File: config.mk
export PLATFORM = sky130hd
export DESIGN_NAME = pnm_header_parser
export DESIGN_NICKNAME = d
export VERILOG_FILES = /design/src/pnm_pkg.sv /design/src/pnm_header_parser.sv /design/src/pnm_in_stage.sv /design/src/pnm_parse_core.sv /design/src/pnm_out_stage.sv
export SDC_FILE = /design/constraint.sdc
export NUM_CORES = 1
export LEC_CHECK = 0
export ABC_AREA = 0
export BUFFER_PORTS_ARGS = -buffer_cell sky130_fd_sc_hd__buf_2
export CAP_MARGIN = 20
export CORE_ASPECT_RATIO = 0.7
export CORE_MARGIN = 2
export CORE_UTILIZATION = 28
export CTS_CLUSTER_SIZE = 16
export DETAILED_ROUTE_END_ITERATION = 16
export PLACE_DENSITY = 0.53
export SLEW_MARGIN = 20
export SYNTH_ARGS = -nofsm -noshare
export SYNTH_HDL_FRONTEND = slang
export SYNTH_HIERARCHICAL = 1
export SYNTH_SLANG_ARGS = --single-unit
File: constraint.sdc
create_clock -name clk -period 5.75 [get_ports clk]
set_input_delay 0.575 -clock clk [delete_from_list [all_inputs] [get_ports clk]]
set_output_delay 0.575 -clock clk [all_outputs]
set_load 0.1 [all_outputs]
File: src/pnm_pkg.sv
// ----------------------------------------------------------------------------
// pnm_pkg: shared types and codes for the PNM header parser
// Holds the transfer payload types, the result status codes and the byte
// values that the parser recognizes.
// ----------------------------------------------------------------------------
package pnm_pkg;

  // One byte of the file stream.
  typedef struct packed {
    logic [7:0] data_byte;
    logic       file_start;
  } byte_item_t;

  // One parse result.
  typedef struct packed {
    logic [3:0]  status;
    logic [2:0]  image_type;
    logic [15:0] image_width;
    logic [15:0] image_height;
    logic [15:0] max_sample;
    logic [11:0] raster_offset;
  } result_item_t;

  // Result status codes.
  localparam logic [3:0] ST_OK          = 4'd0;
  localparam logic [3:0] ST_BAD_MAGIC   = 4'd1;
  localparam logic [3:0] ST_BAD_TYPE    = 4'd2;
  localparam logic [3:0] ST_MISSING_NUM = 4'd3;
  localparam logic [3:0] ST_TOO_LARGE   = 4'd4;
  localparam logic [3:0] ST_ZERO_WIDTH  = 4'd5;
  localparam logic [3:0] ST_ZERO_HEIGHT = 4'd6;
  localparam logic [3:0] ST_ZERO_MAXVAL = 4'd7;
  localparam logic [3:0] ST_TOO_LONG    = 4'd8;

  // Byte values.
  localparam logic [7:0] CH_P       = 8'd80;
  localparam logic [7:0] CH_HASH    = 8'd35;
  localparam logic [7:0] CH_NEWLINE = 8'd10;
  localparam logic [7:0] CH_SPACE   = 8'd32;
  localparam logic [7:0] CH_ZERO    = 8'd48;
  localparam logic [7:0] CH_NINE    = 8'd57;
  localparam logic [7:0] CH_ONE     = 8'd49;
  localparam logic [7:0] CH_SIX     = 8'd54;

  // Largest sample value and the saturation mark of the accumulator.
  localparam logic [16:0] MAXVAL_LIMIT = 17'd65535;
  localparam logic [16:0] ACC_SAT      = 17'd65536;

  // Parameter defaults.
  localparam int DEF_DIM_BITS         = 16;
  localparam int DEF_MAX_HEADER_BYTES = 4095;

endpackage

File: src/pnm_header_parser.sv
// ----------------------------------------------------------------------------
// pnm_header_parser: Netpbm header parser, one byte per transfer
// Path: the byte that causes a result waits in the input register, and the
// result is registered in the result register before it is offered.
// Throughput: one byte per cycle, set by the state update; only
// a result held by result_stall stops the parse stage.
// Reset: clears the valids and the parser state; bytes are then ignored until
// one arrives with file_start set.
// ----------------------------------------------------------------------------
module pnm_header_parser
  import pnm_pkg::*;
#(
  parameter int DIM_BITS         = DEF_DIM_BITS,
  parameter int MAX_HEADER_BYTES = DEF_MAX_HEADER_BYTES
) (
  input  logic         clk,
  input  logic         rst,
  input  logic         byte_valid,
  output logic         byte_stall,
  input  byte_item_t   byte_item,
  output logic         result_valid,
  input  logic         result_stall,
  output result_item_t result_item
);

  // The pipeline has two registers. The input register catches each byte
  // transfer, so one new byte can be taken while a finished result still
  // waits downstream; after that byte_stall stays high until the result
  // leaves. The parse stage consumes the registered byte and
  // writes any result into the result register.
  logic         advance;
  logic         stage_valid;
  byte_item_t   stage_item;
  logic         step_en;
  logic         res_valid;
  result_item_t res_item;

  pnm_in_stage u_in_stage (
    .clk         (clk),
    .rst         (rst),
    .byte_valid  (byte_valid),
    .byte_item   (byte_item),
    .byte_stall  (byte_stall),
    .advance     (advance),
    .stage_valid (stage_valid),
    .stage_item  (stage_item)
  );

  // The parser state moves only when the byte can leave the input register,
  // which also guarantees room for any result it produces.
  assign step_en = stage_valid && advance;

  pnm_parse_core #(
    .DIM_BITS         (DIM_BITS),
    .MAX_HEADER_BYTES (MAX_HEADER_BYTES)
  ) u_parse_core (
    .clk       (clk),
    .rst       (rst),
    .step_en   (step_en),
    .step_item (stage_item),
    .res_valid (res_valid),
    .res_item  (res_item)
  );

  pnm_out_stage u_out_stage (
    .clk          (clk),
    .rst          (rst),
    .res_valid    (res_valid),
    .res_item     (res_item),
    .advance      (advance),
    .result_valid (result_valid),
    .result_item  (result_item),
    .result_stall (result_stall)
  );

`ifndef NO_ASSERTIONS
  // A successful header always carries a known type and nonzero sizes.
  a_ok_complete: assert property (@(posedge clk) disable iff (rst)
    (result_valid && (result_item.status == ST_OK)) |->
      ((result_item.image_type != 3'd0) && (result_item.image_width != 16'd0) &&
       (result_item.image_height != 16'd0) && (result_item.max_sample != 16'd0)))
    else $error("ok result with missing header field");

  // An error result reports no maxval and no raster offset.
  a_err_clean: assert property (@(posedge clk) disable iff (rst)
    (result_valid && (result_item.status != ST_OK)) |->
      ((result_item.max_sample == 16'd0) && (result_item.raster_offset == 12'd0)))
    else $error("error result carries maxval or offset");

  // A result is only loaded from a byte that sat in the input register.
  a_res_from_byte: assert property (@(posedge clk) disable iff (rst)
    (result_valid && !$past(result_valid)) |-> $past(stage_valid))
    else $error("result appeared without a parsed byte");
`endif

endmodule

File: src/pnm_in_stage.sv
// ----------------------------------------------------------------------------
// pnm_in_stage: input register of the PNM header parser
// Captures one byte transfer and holds it until the parse stage takes it.
// ----------------------------------------------------------------------------
module pnm_in_stage
  import pnm_pkg::*;
(
  input  logic       clk,
  input  logic       rst,
  input  logic       byte_valid,
  input  byte_item_t byte_item,
  output logic       byte_stall,
  input  logic       advance,
  output logic       stage_valid,
  output byte_item_t stage_item
);

  logic load;

  // The register takes a new byte when it is empty or drains this cycle.
  assign byte_stall = stage_valid && !advance;
  assign load       = byte_valid && !byte_stall;

  always_ff @(posedge clk) begin
    if (rst) begin
      stage_valid <= 1'b0;
    end else if (load) begin
      stage_valid <= 1'b1;
    end else if (advance) begin
      stage_valid <= 1'b0;
    end
  end

  always_ff @(posedge clk) begin
    if (load) begin
      stage_item <= byte_item;
    end
  end

endmodule

File: src/pnm_parse_core.sv
// ----------------------------------------------------------------------------
// pnm_parse_core: header state and per-byte update
// Holds the parser state and computes its next value and any result from
// the byte in the input register.
// ----------------------------------------------------------------------------
module pnm_parse_core
  import pnm_pkg::*;
#(
  parameter int DIM_BITS         = DEF_DIM_BITS,
  parameter int MAX_HEADER_BYTES = DEF_MAX_HEADER_BYTES
) (
  input  logic         clk,
  input  logic         rst,
  input  logic         step_en,
  input  byte_item_t   step_item,
  output logic         res_valid,
  output result_item_t res_item
);

  localparam int DIM_W    = (DIM_BITS >= 16) ? 16 : DIM_BITS;
  localparam int IDX_BITS = $clog2(MAX_HEADER_BYTES + 2);
  localparam logic [16:0]         DIM_LIMIT = 17'((1 << DIM_W) - 1);
  localparam logic [IDX_BITS-1:0] MAX_IDX   = IDX_BITS'(MAX_HEADER_BYTES);

  localparam logic [3:0] PH_WAIT       = 4'd0;
  localparam logic [3:0] PH_MAGIC      = 4'd1;
  localparam logic [3:0] PH_TYPE       = 4'd2;
  localparam logic [3:0] PH_WIDTH      = 4'd3;
  localparam logic [3:0] PH_WIDTH_RUN  = 4'd4;
  localparam logic [3:0] PH_HEIGHT     = 4'd5;
  localparam logic [3:0] PH_HEIGHT_RUN = 4'd6;
  localparam logic [3:0] PH_MAXV       = 4'd7;
  localparam logic [3:0] PH_MAXV_RUN   = 4'd8;
  localparam logic [3:0] PH_RASTER     = 4'd9;

  logic [3:0]          phase, phase_next;
  logic                in_comment, in_comment_next;
  logic                resume_number, resume_number_next;
  logic [16:0]         number_acc, number_acc_next;
  logic [2:0]          saved_type, saved_type_next;
  logic [DIM_W-1:0]    saved_width, saved_width_next;
  logic [DIM_W-1:0]    saved_height, saved_height_next;
  logic [IDX_BITS-1:0] byte_index, byte_index_next;

  logic [7:0]           b;
  logic                 is_digit, is_space, in_run, emit;
  logic [3:0]           num_base, st;
  logic [20:0]          prod;
  logic [15:0]          maxv;
  logic [IDX_BITS-1:0]  idx_cur;
  logic                 give_offset;
  logic [IDX_BITS+11:0] off_ext;
  logic [DIM_W+15:0]    wd_ext, ht_ext;

  assign b        = step_item.data_byte;
  assign is_digit = b inside {[CH_ZERO:CH_NINE]};
  assign is_space = b inside {CH_SPACE, [8'd9:8'd13]};

  always_comb begin
    phase_next         = phase;
    in_comment_next    = in_comment;
    resume_number_next = resume_number;
    number_acc_next    = number_acc;
    saved_type_next    = saved_type;
    saved_width_next   = saved_width;
    saved_height_next  = saved_height;
    byte_index_next    = byte_index;
    emit               = 1'b0;
    st                 = ST_OK;
    maxv               = '0;
    give_offset        = 1'b0;
    idx_cur            = byte_index;
    prod               = '0;

    // A file start drops all progress and begins a new header.
    if (step_item.file_start) begin
      phase_next         = PH_MAGIC;
      in_comment_next    = 1'b0;
      resume_number_next = 1'b0;
      number_acc_next    = '0;
      saved_type_next    = '0;
      saved_width_next   = '0;
      saved_height_next  = '0;
      byte_index_next    = '0;
    end

    case (phase_next)
      PH_WIDTH, PH_WIDTH_RUN:   num_base = PH_WIDTH;
      PH_HEIGHT, PH_HEIGHT_RUN: num_base = PH_HEIGHT;
      default:                  num_base = PH_MAXV;
    endcase
    in_run = phase_next inside {PH_WIDTH_RUN, PH_HEIGHT_RUN, PH_MAXV_RUN};

    if ((phase_next == PH_WAIT) || (phase_next > PH_RASTER)) begin
      phase_next = PH_WAIT;
    end else begin
      idx_cur         = byte_index_next;
      byte_index_next = idx_cur + 1'b1;
      if (phase_next == PH_RASTER) begin
        emit        = 1'b1;
        st          = ST_OK;
        maxv        = number_acc_next[15:0];
        give_offset = 1'b1;
      end else if (idx_cur >= MAX_IDX) begin
        emit = 1'b1;
        st   = ST_TOO_LONG;
      end else if (phase_next == PH_MAGIC) begin
        if (b != CH_P) begin
          emit = 1'b1;
          st   = ST_BAD_MAGIC;
        end else begin
          phase_next = PH_TYPE;
        end
      end else if (phase_next == PH_TYPE) begin
        if (!(b inside {[CH_ONE:CH_SIX]})) begin
          emit = 1'b1;
          st   = ST_BAD_TYPE;
        end else begin
          saved_type_next = b[2:0];
          phase_next      = PH_WIDTH;
        end
      end else if (in_comment_next) begin
        if (b == CH_NEWLINE) begin
          in_comment_next = 1'b0;
        end
      end else if (b == CH_HASH) begin
        // A comment breaks the digit run but keeps the digits seen so far.
        in_comment_next = 1'b1;
        phase_next      = num_base;
      end else if (is_digit) begin
        prod = ({4'd0, number_acc_next} << 3) + ({4'd0, number_acc_next} << 1) +
               21'(b[3:0]);
        number_acc_next    = (prod > 21'(MAXVAL_LIMIT)) ? ACC_SAT : prod[16:0];
        resume_number_next = 1'b1;
        phase_next         = num_base + 4'd1;
      end else if (!in_run && is_space) begin
        phase_next = phase_next;
      end else if (!resume_number_next) begin
        emit = 1'b1;
        st   = ST_MISSING_NUM;
      end else begin
        resume_number_next = 1'b0;
        case (num_base)
          PH_WIDTH: begin
            if (number_acc_next == '0) begin
              emit = 1'b1;
              st   = ST_ZERO_WIDTH;
            end else if (number_acc_next > DIM_LIMIT) begin
              emit = 1'b1;
              st   = ST_TOO_LARGE;
            end else begin
              saved_width_next = number_acc_next[DIM_W-1:0];
              number_acc_next  = '0;
              phase_next       = PH_HEIGHT;
            end
          end
          PH_HEIGHT: begin
            if (number_acc_next == '0) begin
              emit = 1'b1;
              st   = ST_ZERO_HEIGHT;
            end else if (number_acc_next > DIM_LIMIT) begin
              emit = 1'b1;
              st   = ST_TOO_LARGE;
            end else begin
              saved_height_next = number_acc_next[DIM_W-1:0];
              number_acc_next   = '0;
              phase_next        = PH_MAXV;
            end
          end
          default: begin
            if (number_acc_next == '0) begin
              emit = 1'b1;
              st   = ST_ZERO_MAXVAL;
            end else if (number_acc_next > MAXVAL_LIMIT) begin
              emit = 1'b1;
              st   = ST_TOO_LARGE;
            end else begin
              phase_next = PH_RASTER;
            end
          end
        endcase
      end
    end

    if (emit) begin
      phase_next = PH_WAIT;
    end
  end

  assign off_ext = {12'd0, idx_cur};
  assign wd_ext  = {16'd0, saved_width_next};
  assign ht_ext  = {16'd0, saved_height_next};

  assign res_valid = step_en && emit;

  always_comb begin
    res_item.status        = st;
    res_item.image_type    = saved_type_next;
    res_item.image_width   = wd_ext[15:0];
    res_item.image_height  = ht_ext[15:0];
    res_item.max_sample    = maxv;
    res_item.raster_offset = give_offset ? off_ext[11:0] : 12'd0;
  end

  always_ff @(posedge clk) begin
    if (rst) begin
      phase         <= PH_WAIT;
      in_comment    <= 1'b0;
      resume_number <= 1'b0;
      number_acc    <= '0;
      saved_type    <= '0;
      saved_width   <= '0;
      saved_height  <= '0;
      byte_index    <= '0;
    end else if (step_en) begin
      phase         <= phase_next;
      in_comment    <= in_comment_next;
      resume_number <= resume_number_next;
      number_acc    <= number_acc_next;
      saved_type    <= saved_type_next;
      saved_width   <= saved_width_next;
      saved_height  <= saved_height_next;
      byte_index    <= byte_index_next;
    end
  end

endmodule

File: src/pnm_out_stage.sv
// ----------------------------------------------------------------------------
// pnm_out_stage: result register of the PNM header parser
// Holds one result until the downstream side takes it, and tells the
// pipeline when it may move.
// ----------------------------------------------------------------------------
module pnm_out_stage
  import pnm_pkg::*;
(
  input  logic         clk,
  input  logic         rst,
  input  logic         res_valid,
  input  result_item_t res_item,
  output logic         advance,
  output logic         result_valid,
  output result_item_t result_item,
  input  logic         result_stall
);

  // The pipeline moves when the register is empty or is drained this cycle.
  assign advance = !result_valid || !result_stall;

  always_ff @(posedge clk) begin
    if (rst) begin
      result_valid <= 1'b0;
    end else if (advance) begin
      result_valid <= res_valid;
    end
  end

  always_ff @(posedge clk) begin
    if (advance && res_valid) begin
      result_item <= res_item;
    end
  end

endmodule

After elaboration in Yosys (flattened, before gate mapping)
Cells that the tools add are included.

operators by class
  equal/unequal tests = 14
  bitwise gates (word level) = 1
  $add $sub $neg = 4
  mux-type cells = 127
  magnitude comparators = 10
  reduce and logical (&&, ||, !) cells = 27

operators by type and width
  kind                   number
  $mux 16                28
  $mux 17                15
  $mux 4                 29
  $mux 1                 38
  $mux 3                 10
  $mux 13                2
  $add 20x18->21         1
  $add 21x4->21          1
  $gt 21x16->1 const B   1
  $gt 17x16->1 const B   1
  $logic_not 17->1       1
  $eq 8x6->1 const B     2
  $ge 8x6->1 const B     2
  $le 8x6->1 const B     2
  $pmux 4 s2             2
  $add 13x1->13 const B  1
  $ge 13x12->1 const B   1
  $eq 4x3->1 const B     3
  $mux 12                1
  $reduce_or 2->1        5
  $logic_and 1x1->1      9
  $eq 4x2->1 const B     2
  $eq 4x4->1 const B     2
  $eq 8x4->1 const B     1
  17 further kinds       23

storage, ports and cells
  input bits = 13
  bits in registers = 149
  output and inout bits = 69
  logic and storage cells = 202

Logic depth before layout (Yosys ltp)
Gate-level depths: netlist of the first run.

  depth in word-level cells = 17
  depth in mapped cells = 17
  mapped depth without buffers = 13

Hierarchy
The synthesis of the first run kept the hierarchy.

modules (own cells, without submodules)
  module             area each (µm²)  instances  cells an instance  seq. area each (µm²)
  pnm_parse_core     6,099.6          1          816                1,421.4
  pnm_out_stage      2,050.7          1          72                 2,031.9
  pnm_in_stage       320.3            1          13                 290.3
  pnm_header_parser  6.3              1          1                  0.0

Worst setup path after synthesis of the first run
Ideal clock, no wire load.

  path kind = reg-to-reg
  from = register, netlist name u_in_stage/stage_item[0]
  to = register, netlist name u_out_stage/result_item[0]
  data required time = 5.318 ns
  buffers on the path = 4
  clock period less this slack = 4.678 ns
  stages on the path, launching flop included = 13
  setup time = 0.432 ns
  path slack = 1.072 ns
  arrival time = 4.245 ns
  cells stage by stage = edfxtp_1 buf_6 clkbuf_1 buf_2 clkbuf_1 nor2b_1 ha_1 a21oi_1 or3_1 o211ai_1 a21oi_1 nor3_1 and2_1

between the ends
  cells in the longest elaborated chain, start to end = 16
  elaborated cells between the ends (all ways) = 34
  classes of those cells = order compare: 3; eq/ne: 6; mux: 17; reduce/logical: 8

ends and longest elaborated chain
  element                                             line                                                                 RTL
  $mux 17 / $mux 4 (equally long branches)            pnm_parse_core.sv:76                                                 if (step_item.file_start) begin
  $gt 17x16->1 (tied with other cells)                pnm_parse_core.sv:148, pnm_parse_core.sv:161, pnm_parse_core.sv:174
  $mux 1 / $reduce_bool 3->1 (equally long branches)  -
  $mux 1 / $logic_not 1->1 (equally long branches)    pnm_parse_core.sv:171, pnm_parse_core.sv:136
  $mux 1 / $logic_and 1x1->1 (equally long branches)  pnm_parse_core.sv:138, pnm_parse_core.sv:136
  $mux 1                                              pnm_parse_core.sv:136                                                end else if (!in_run && is_space) begin
  $mux 1                                              pnm_parse_core.sv:130                                                end else if (is_digit) begin
  $mux 1                                              pnm_parse_core.sv:126                                                end else if (b == CH_HASH) begin
  $mux 1                                              pnm_parse_core.sv:122                                                end else if (in_comment_next) begin
  $mux 1                                              pnm_parse_core.sv:114                                                end else if (phase_next == PH_TYPE) begin
  $mux 1                                              pnm_parse_core.sv:107                                                end else if (phase_next == PH_MAGIC) begin
  $mux 1                                              pnm_parse_core.sv:104                                                end else if (idx_cur >= MAX_IDX) begin
  $mux 1                                              pnm_parse_core.sv:99                                                 if (phase_next == PH_RASTER) begin
  $mux 1 *                                            pnm_parse_core.sv:94                                                 if ((phase_next == PH_WAIT) || (phase_next > PH_RASTER)) begin
  $logic_and 1x1->1 *                                 pnm_parse_core.sv:194                                                assign res_valid = step_en && emit;
  via res_valid                                       pnm_header_parser.sv:35                                              logic res_valid;
  $logic_and 1x1->1 *                                 pnm_out_stage.sv:31                                                  if (advance && res_valid) begin

Mark *: on every way through the listed nets, which the timed path passes. The rest lies on a longest branch.
A chain may end at the register's enable or synchronous reset.

Worst setup path after layout of the first run
  from = register, netlist name u_in_stage/stage_item[0]
  to = register u_parse_core.number_acc[3]

between the ends
  cells in the longest elaborated chain, start to end = 17
  elaborated cells between the ends (all ways) = 45
  classes of those cells = add/sub: 2; order compare: 4; eq/ne: 10; mux: 20; reduce/logical: 9

ends and longest elaborated chain
  element                                                  line                   RTL
  branches (longest 16 deep; another with $add 20x18->21)  -
  $mux 17 *                                                pnm_parse_core.sv:94
  end signal, assigned                                     pnm_parse_core.sv:219  number_acc <= number_acc_next;
  end, declared                                            pnm_parse_core.sv:39   logic [16:0] number_acc, number_acc_next;

Every way passes the cells marked *.

==> results_dict.tcl, run 1 <==
set metrics [dict create \
    final_area_um2 9749 \
    crit_required_ns 6.08 \
    max_freq_ghz 0.2200 \
    hpwl_um 18030 \
    grt_max_degree 69 \
    die_width_um 212.0 \
    place_area_um2 9169 \
    cts_resized 0 \
    clockBufferDepth 2 \
    drc 0 \
    seq_area_frac_synth_pct 44.16 \
    synth_edf_count 76 \
    grt_pass1_wl_um 39050 \
    synth_fa_ha_area_share_pct 5.845 \
    cts.sinks 149 \
    status "finished clean" \
    holdBufCountCts 0 \
    antenna_found_initial 0 \
    worst-r2r-setup-slack_ns 1.20 \
    synthTopCellsByCount "119 x nand2_1, 86 x nor2_1, 76 x edfxtp_1" \
    place_congestion 0.9055 \
    synthMostInstantiatedCell "nand2_1" \
    cp_data_arrival_time_ns 4.88 \
    syn_inst 902 \
    grt_setup_unrepaired "false" \
    first_iter_violations 769 \
    dieArea_um2 31700 \
    finalCritPeriodShare_pct 79.05 \
    hold_viol 0 \
    post_synth_num_cell_types 93 \
    min_path_type "primary input to flip-flop" \
    drtPass1Iterations 5 \
    cts_buffers 17 \
    grt_pass1_vias 6560 \
    synth_top_family_by_area "simple AND/OR/NAND/NOR gates" \
    end_kind "flip-flop" \
    finClkSkew_ns 0.01495 \
    synth_ff_type "edfxtp_1" \
    drive_gt1_share_pct 15.84 \
    syn-cell-area_um2 8477 \
    cp_max_fo 30 \
    start_util_pct 28.34 \
    finalSetupViolations 0 \
    path_clk_slew_ns 0.06 \
    grt_usage_pct 16.27 \
    synth_mux_area_share_pct 0.2952 \
    tns_ns 0 \
    cp-start-kind "flip-flop" \
    overflow 0 \
    syn_to_final_growth_pct 15.01 \
    routed_wl_um 25340 \
    synth_fp_nets 954 \
    synth-seq-cells 149 \
    post-route-min-period_ns 4.545 \
    crit_type "flip-flop to flip-flop" \
    drv_cap 0 \
    ys_top_cells_by_area "edfxtp_1 27%, dfxtp_1 17%, ha_1 5.6%, nand2_1 5.3%, a21oi_1 4.2%" \
    max-vdd-ir-drop_v 0.0001829 \
    postRouteAntennaNets 0 \
    root_buffer "clkbuf_16" \
    slew_violations 0 \
    row_count 53 \
    relSlewSlack_pct 27.72 \
    synth_compound_area_share_pct 20.10 \
    wire_per_inst_um 18.30 \
    dp_cells 1351 \
    tightestPinTransition_ns 1.084 \
    cts_tree "built" \
    vias_per_cell 5.191 \
    finalNonFillerCells 1385 \
    synthSimpleGateAreaFrac_pct 23.16 \
    htreeDepth 4 \
    yosysTopAreaCell "edfxtp_1" \
    dieHeight_um 149.6 \
    async_flop_share_pct 0 \
    clock_latency_ns 0.44 \
    synthXorXnorAreaFrac_pct 2.170 \
    vias 7190 \
    p_leak_nw 3.558 \
    avgSynthCellArea_um2 9.398 \
    io_buffers 81 \
    p_per_area_nw_per_um2 252.1 \
    coreArea_um2 29910 \
    nets 1011 \
    post_cts_buffers 0 \
    synthDominantCellAreaShare_pct 26.92 \
    synth-warning-count 6 \
    io_pins 82 \
]
registers in the layout (all words and copies together) (netlist names), 3 cells and up:
| name | cells |
|---|---|
| u_parse_core/saved_type | 3 |
| u_parse_core/number_acc | 17 |
| u_out_stage/result_item | 67 |
| u_parse_core/byte_index | 13 |
| u_parse_core/saved_height | 16 |
| u_parse_core/saved_width | 16 |
| u_parse_core/phase | 4 |
| u_in_stage/stage_item | 9 |
placed cells by master, fill, tap and decap left out, types with 12 or more instances in the layout:
cell type / count
nor2b_1: 25
and3_1: 12
nor3_1: 16
edfxtp_1: 76
a21oi_1: 71
inv_1: 19
and2_1: 32
dfxtp_1: 73
xnor2_1: 14
nand3_1: 22
clkbuf_16: 18
nor2_1: 86
buf_2: 81
nand2_1: 119
o21ai_0: 41
a22oi_1: 30
ha_1: 38
or3_1: 12
layer usage:
metal	vias up	GRT usage [%]	wire (um)
met5	-	0	0
met4	0	4.577	389
met3	28	4.764	2218
met2	321	22.08	10300
met1	3418	24.49	12430
li1	3423	-	-
metrics by stage:
step | setup WS (ns) | hold slack (ns) | power, W | utilization (%)
after floorplan | 1.072 | 0.4407 | 0.001350 | -
after global placement | 1.390 | 0.4486 | 0.001404 | 30.66
after detailed placement | 1.285 | 0.4555 | 0.001404 | 30.66
after CTS | 1.244 | 0.2898 | 0.002482 | 32.55
after global routing | 0.8767 | 0.2938 | 0.002545 | 32.59
final | 1.205 | 0.3137 | 0.002458 | 32.60
power by group:
group	switching (W)	total [W]	internal (W)	leakage, nW
clock	0.000455	0.00107	0.000619	0.279
sequential	0.0000193	0.00115	0.00113	1.30
combinational	0.000190	0.000231	0.0000410	1.98
worst max-delay path, stage by stage, from the launching register on:
cell      delay (ns)
edfxtp_1        1.06
nor2_1          0.25
xor2_1          0.22
ha_1            0.32
ha_1            0.32
a211o_1         0.29
a21oi_1         0.36
a211oi_1        0.18
or3_1           0.40
a32oi_2         0.53
nand2_2         0.20
o41ai_2         0.31
area by class of cell:
type,count,area [um^2]
fillers,3088,20160
multi-input cells,682,4373
flip-flops and latches,149,3744
well taps,412,515.5
clock buffers,25,506.7
repair buffers,90,476.7
inverters,19,71.32
clock inverters,7,60.06
diodes,1,2.502
cell families (layout without fill, tap and decap cells):
logic type / count (synthesis) / in the layout
fa+ha+maj: 39 / 39
other cells: 0 / 1
mux: 2 / 2
buf+inv: 71 / 141
xor+xnor: 21 / 21
compound gates: 239 / 239
simple gates: 381 / 381
flops: 149 / 149
worst paths after layout:
path | start | to | cells after the start
setup / recovery | u_in_stage/stage_item[0] | u_parse_core/number_acc[3] | 11
hold / removal | byte_item[4] | u_in_stage/stage_item[4] | 1
setup reg to reg | u_in_stage/stage_item[0] | u_parse_core/number_acc[3] | 11
hold reg to reg | u_parse_core/saved_height[15] | u_parse_core/saved_height[15] | 2
No activity file was read; power rests on OpenSTA's default activity.
==> run 2, diff against run 1 <==
- clock period: 5.75 -> 4.35 ns (I/O delays scaled with it)
==> run 2 against run 1 <==
  * Global-route usage grew 0.29 points
  * Largest power group unchanged
  * Combinational power rose by 37%
  * Non-clock buffer count up 18
  * Maximum frequency up 14%
  * Clock power grew 27%
  * Sequential cell count unchanged
  * Wire length is 1.5% higher
  * Utilization is 0.38 points higher
  * Worst hold slack worse by 0.14 ns
  * First-iteration DRC count shrank 11%
  * Register-to-register slack got worse by 0.84 ns
  * Clock-buffer cell count shrank 4
==> results_dict.tcl, run 2 (same netlist as run 1, synthesis figures left out) <==
set metrics [dict create \
    utilization_pct 32.98 \
    p_sw_share_pct 27.52 \
    finClkSkew_ns 0.008742 \
    grt_setup_unrepaired "false" \
    p_per_area_nw_per_um2 324.0 \
    syn_to_final_growth_pct 16.35 \
    clockBufferDepth 2 \
    p_leak_nw 3.630 \
    seq_area_um2 3744 \
    largest_reg_flops 67 \
    cts_tree "built" \
    post-route-min-period_ns 3.984 \
    max-vdd-ir-drop_v 0.0002331 \
    path_clk_slew_ns 0.06 \
    drc 0 \
    min_path_type "primary input to flip-flop" \
    dieArea_um2 31700 \
    reg.largest.list "u_out_stage/result_item x67, u_parse_core/number_acc x17" \
    hpwl_um 18550 \
    overflow 0 \
    end_kind "flip-flop" \
    wire_per_inst_um 18.34 \
    cp_data_arrival_time_ns 4.33 \
    finalSetupViolations 0 \
    postRouteAntennaNets 0 \
    dieHeight_um 149.6 \
    p_switching_w 0.0008795 \
    cp_max_fo 26 \
    antenna_found_initial 0 \
    start_util_pct 28.34 \
    r2r-start "u_in_stage/stage_item[0]" \
    layout_commonest_cell "nand2_1" \
    r2r-end "u_parse_core/number_acc[3]" \
    die_width_um 212.0 \
    slew_violations 0 \
    drv_cap 0 \
    seq_power_share_pct 47.5 \
    status "finished clean" \
    min_to "u_in_stage/stage_item[1]" \
    relSlewSlack_pct 33.02 \
    regMostFlops "u_out_stage/result_item" \
    root_buffer "clkbuf_16" \
    final_area_um2 9863 \
    fill_cells 3128 \
    nets 1029 \
    drive_gt1_share_pct 17.47 \
    grt_pass1_wl_um 39810 \
    first_iter_violations 681 \
    hold_viol 0 \
    ff2ff_path_depth 12 \
    max_freq_ghz 0.2510 \
    place_ws_ns 0.3621 \
    io_pins 82 \
    clock_latency_ns 0.44 \
    grt_usage_pct 16.56 \
    hp-start "byte_item[1]" \
    p_int_w 0.002316 \
    holdWs_ns 0.1757 \
    io_buffers 81 \
    vias_per_cell 5.168 \
    crit_type "flip-flop to flip-flop" \
    grt_max_degree 66 \
    holdBufCountCts 0 \
    p_clk_share_pct 42.6 \
    setup_ws_ns 0.3664 \
    tns_ns 0 \
    place_area_um2 9324 \
    tightestPinTransition_ns 1.003 \
    finalCritPeriodShare_pct 91.58 \
    vias 7246 \
    drtPass1Iterations 5 \
    cp-start-kind "flip-flop" \
    worst-r2r-setup-slack_ns 0.37 \
    antenna_cells 0 \
    cts_buffers 17 \
    coreArea_um2 29910 \
    routed_wl_um 25720 \
    crit_required_ns 4.69 \
    row_count 53 \
    place_congestion 0.9260 \
    layout_common_cells "119 x nand2_1, 86 x nor2_1, 81 x buf_2" \
    comb_power_share_pct 9.9 \
    multiInputGateArea_um2 4375 \
    grt_pass1_vias 6742 \
    htreeDepth 4 \
    cts.sinks 149 \
    whs_path_depth 1 \
]
## run 2: cell types whose count changed in the layout (fill, tap and decap cells not counted), moves of 2 or more
cell | previous run | this run
clkbuf_1 | 4 | 2
clkinvlp_4 | 0 | 2
clkinv_1 | 0 | 2
buf_4 | 8 | 26
## run 2: how the worst max path moves through the flow
stage	depth (start not counted)	slack, ns	endpoint	from
2_1_floorplan	16	0.08	u_parse_core/number_acc[3]	u_in_stage/stage_item[0]
3_3_place_gp	12	0.42	u_parse_core/number_acc[3]	u_in_stage/stage_item[0]
3_5_place_dp	12	0.36	u_parse_core/number_acc[3]	u_in_stage/stage_item[0]
4_1_cts	12	0.32	u_parse_core/number_acc[3]	u_in_stage/stage_item[0]
5_1_grt	12	0.1	u_parse_core/number_acc[14]	u_in_stage/stage_item[0]
6_report	12	0.37	u_parse_core/number_acc[3]	u_in_stage/stage_item[0]
## run 2: worst max-delay path, cell delays in order, from the launching register on
cell and delay, ns:
edfxtp_1 0.60, buf_4 0.32, nor2b_1 0.34, ha_1 0.31, ha_1 0.40, a21oi_1 0.22, o21ai_0 0.20, or3_1 0.37
or3_1 0.33, a32oi_2 0.17, buf_4 0.22, nand2_2 0.11, o41ai_2 0.28
## run 2: final cells by class
class                      count  area share (%)
sequential                   149           37.96
timing repair buffer         108           6.292
clock buffer                  21           4.668
multi-input combinational    682           44.36
clock inverter                11          0.7738
inverter                      19          0.7231
tap                          412           5.226
## run 2: layer usage
layer  global-route usage, %  wire, um  vias up  part of all wire [%]
li1                        -         -     3447                     -
met1                   24.39     12750     3509                    50
met2                   23.75     10780      263                    42
met3                   4.155      1811       27                   7.0
met4                   4.507       366        0                   1.4
met5                       0         0        -                     0
## run 2: power groups by stage
stage	registers [W]	logic (W)	clock network (W)
after floorplan	0.00167	0.000115	0
after global placement	0.00155	0.000317	0
after detailed placement	0.00155	0.000316	0
after CTS	0.00152	0.000317	0.00140
after global routing	0.00152	0.000335	0.00145
final	0.00152	0.000317	0.00136
## run 2: metrics by stage
stage | cells | power [W]
6_report | 1402 | 0.003196
5_1_grt | 1402 | 0.003304
4_1_cts | 1402 | 0.003235
3_5_place_dp | 1370 | 0.001864
3_3_place_gp | 1370 | 0.001864
2_1_floorplan | 902 | 0.001784
## run 2: repair_timing
item                                    CTS  global route
buffers inserted                          0             0
endpoints found under the setup margin    0             2
resized for setup                         0             1
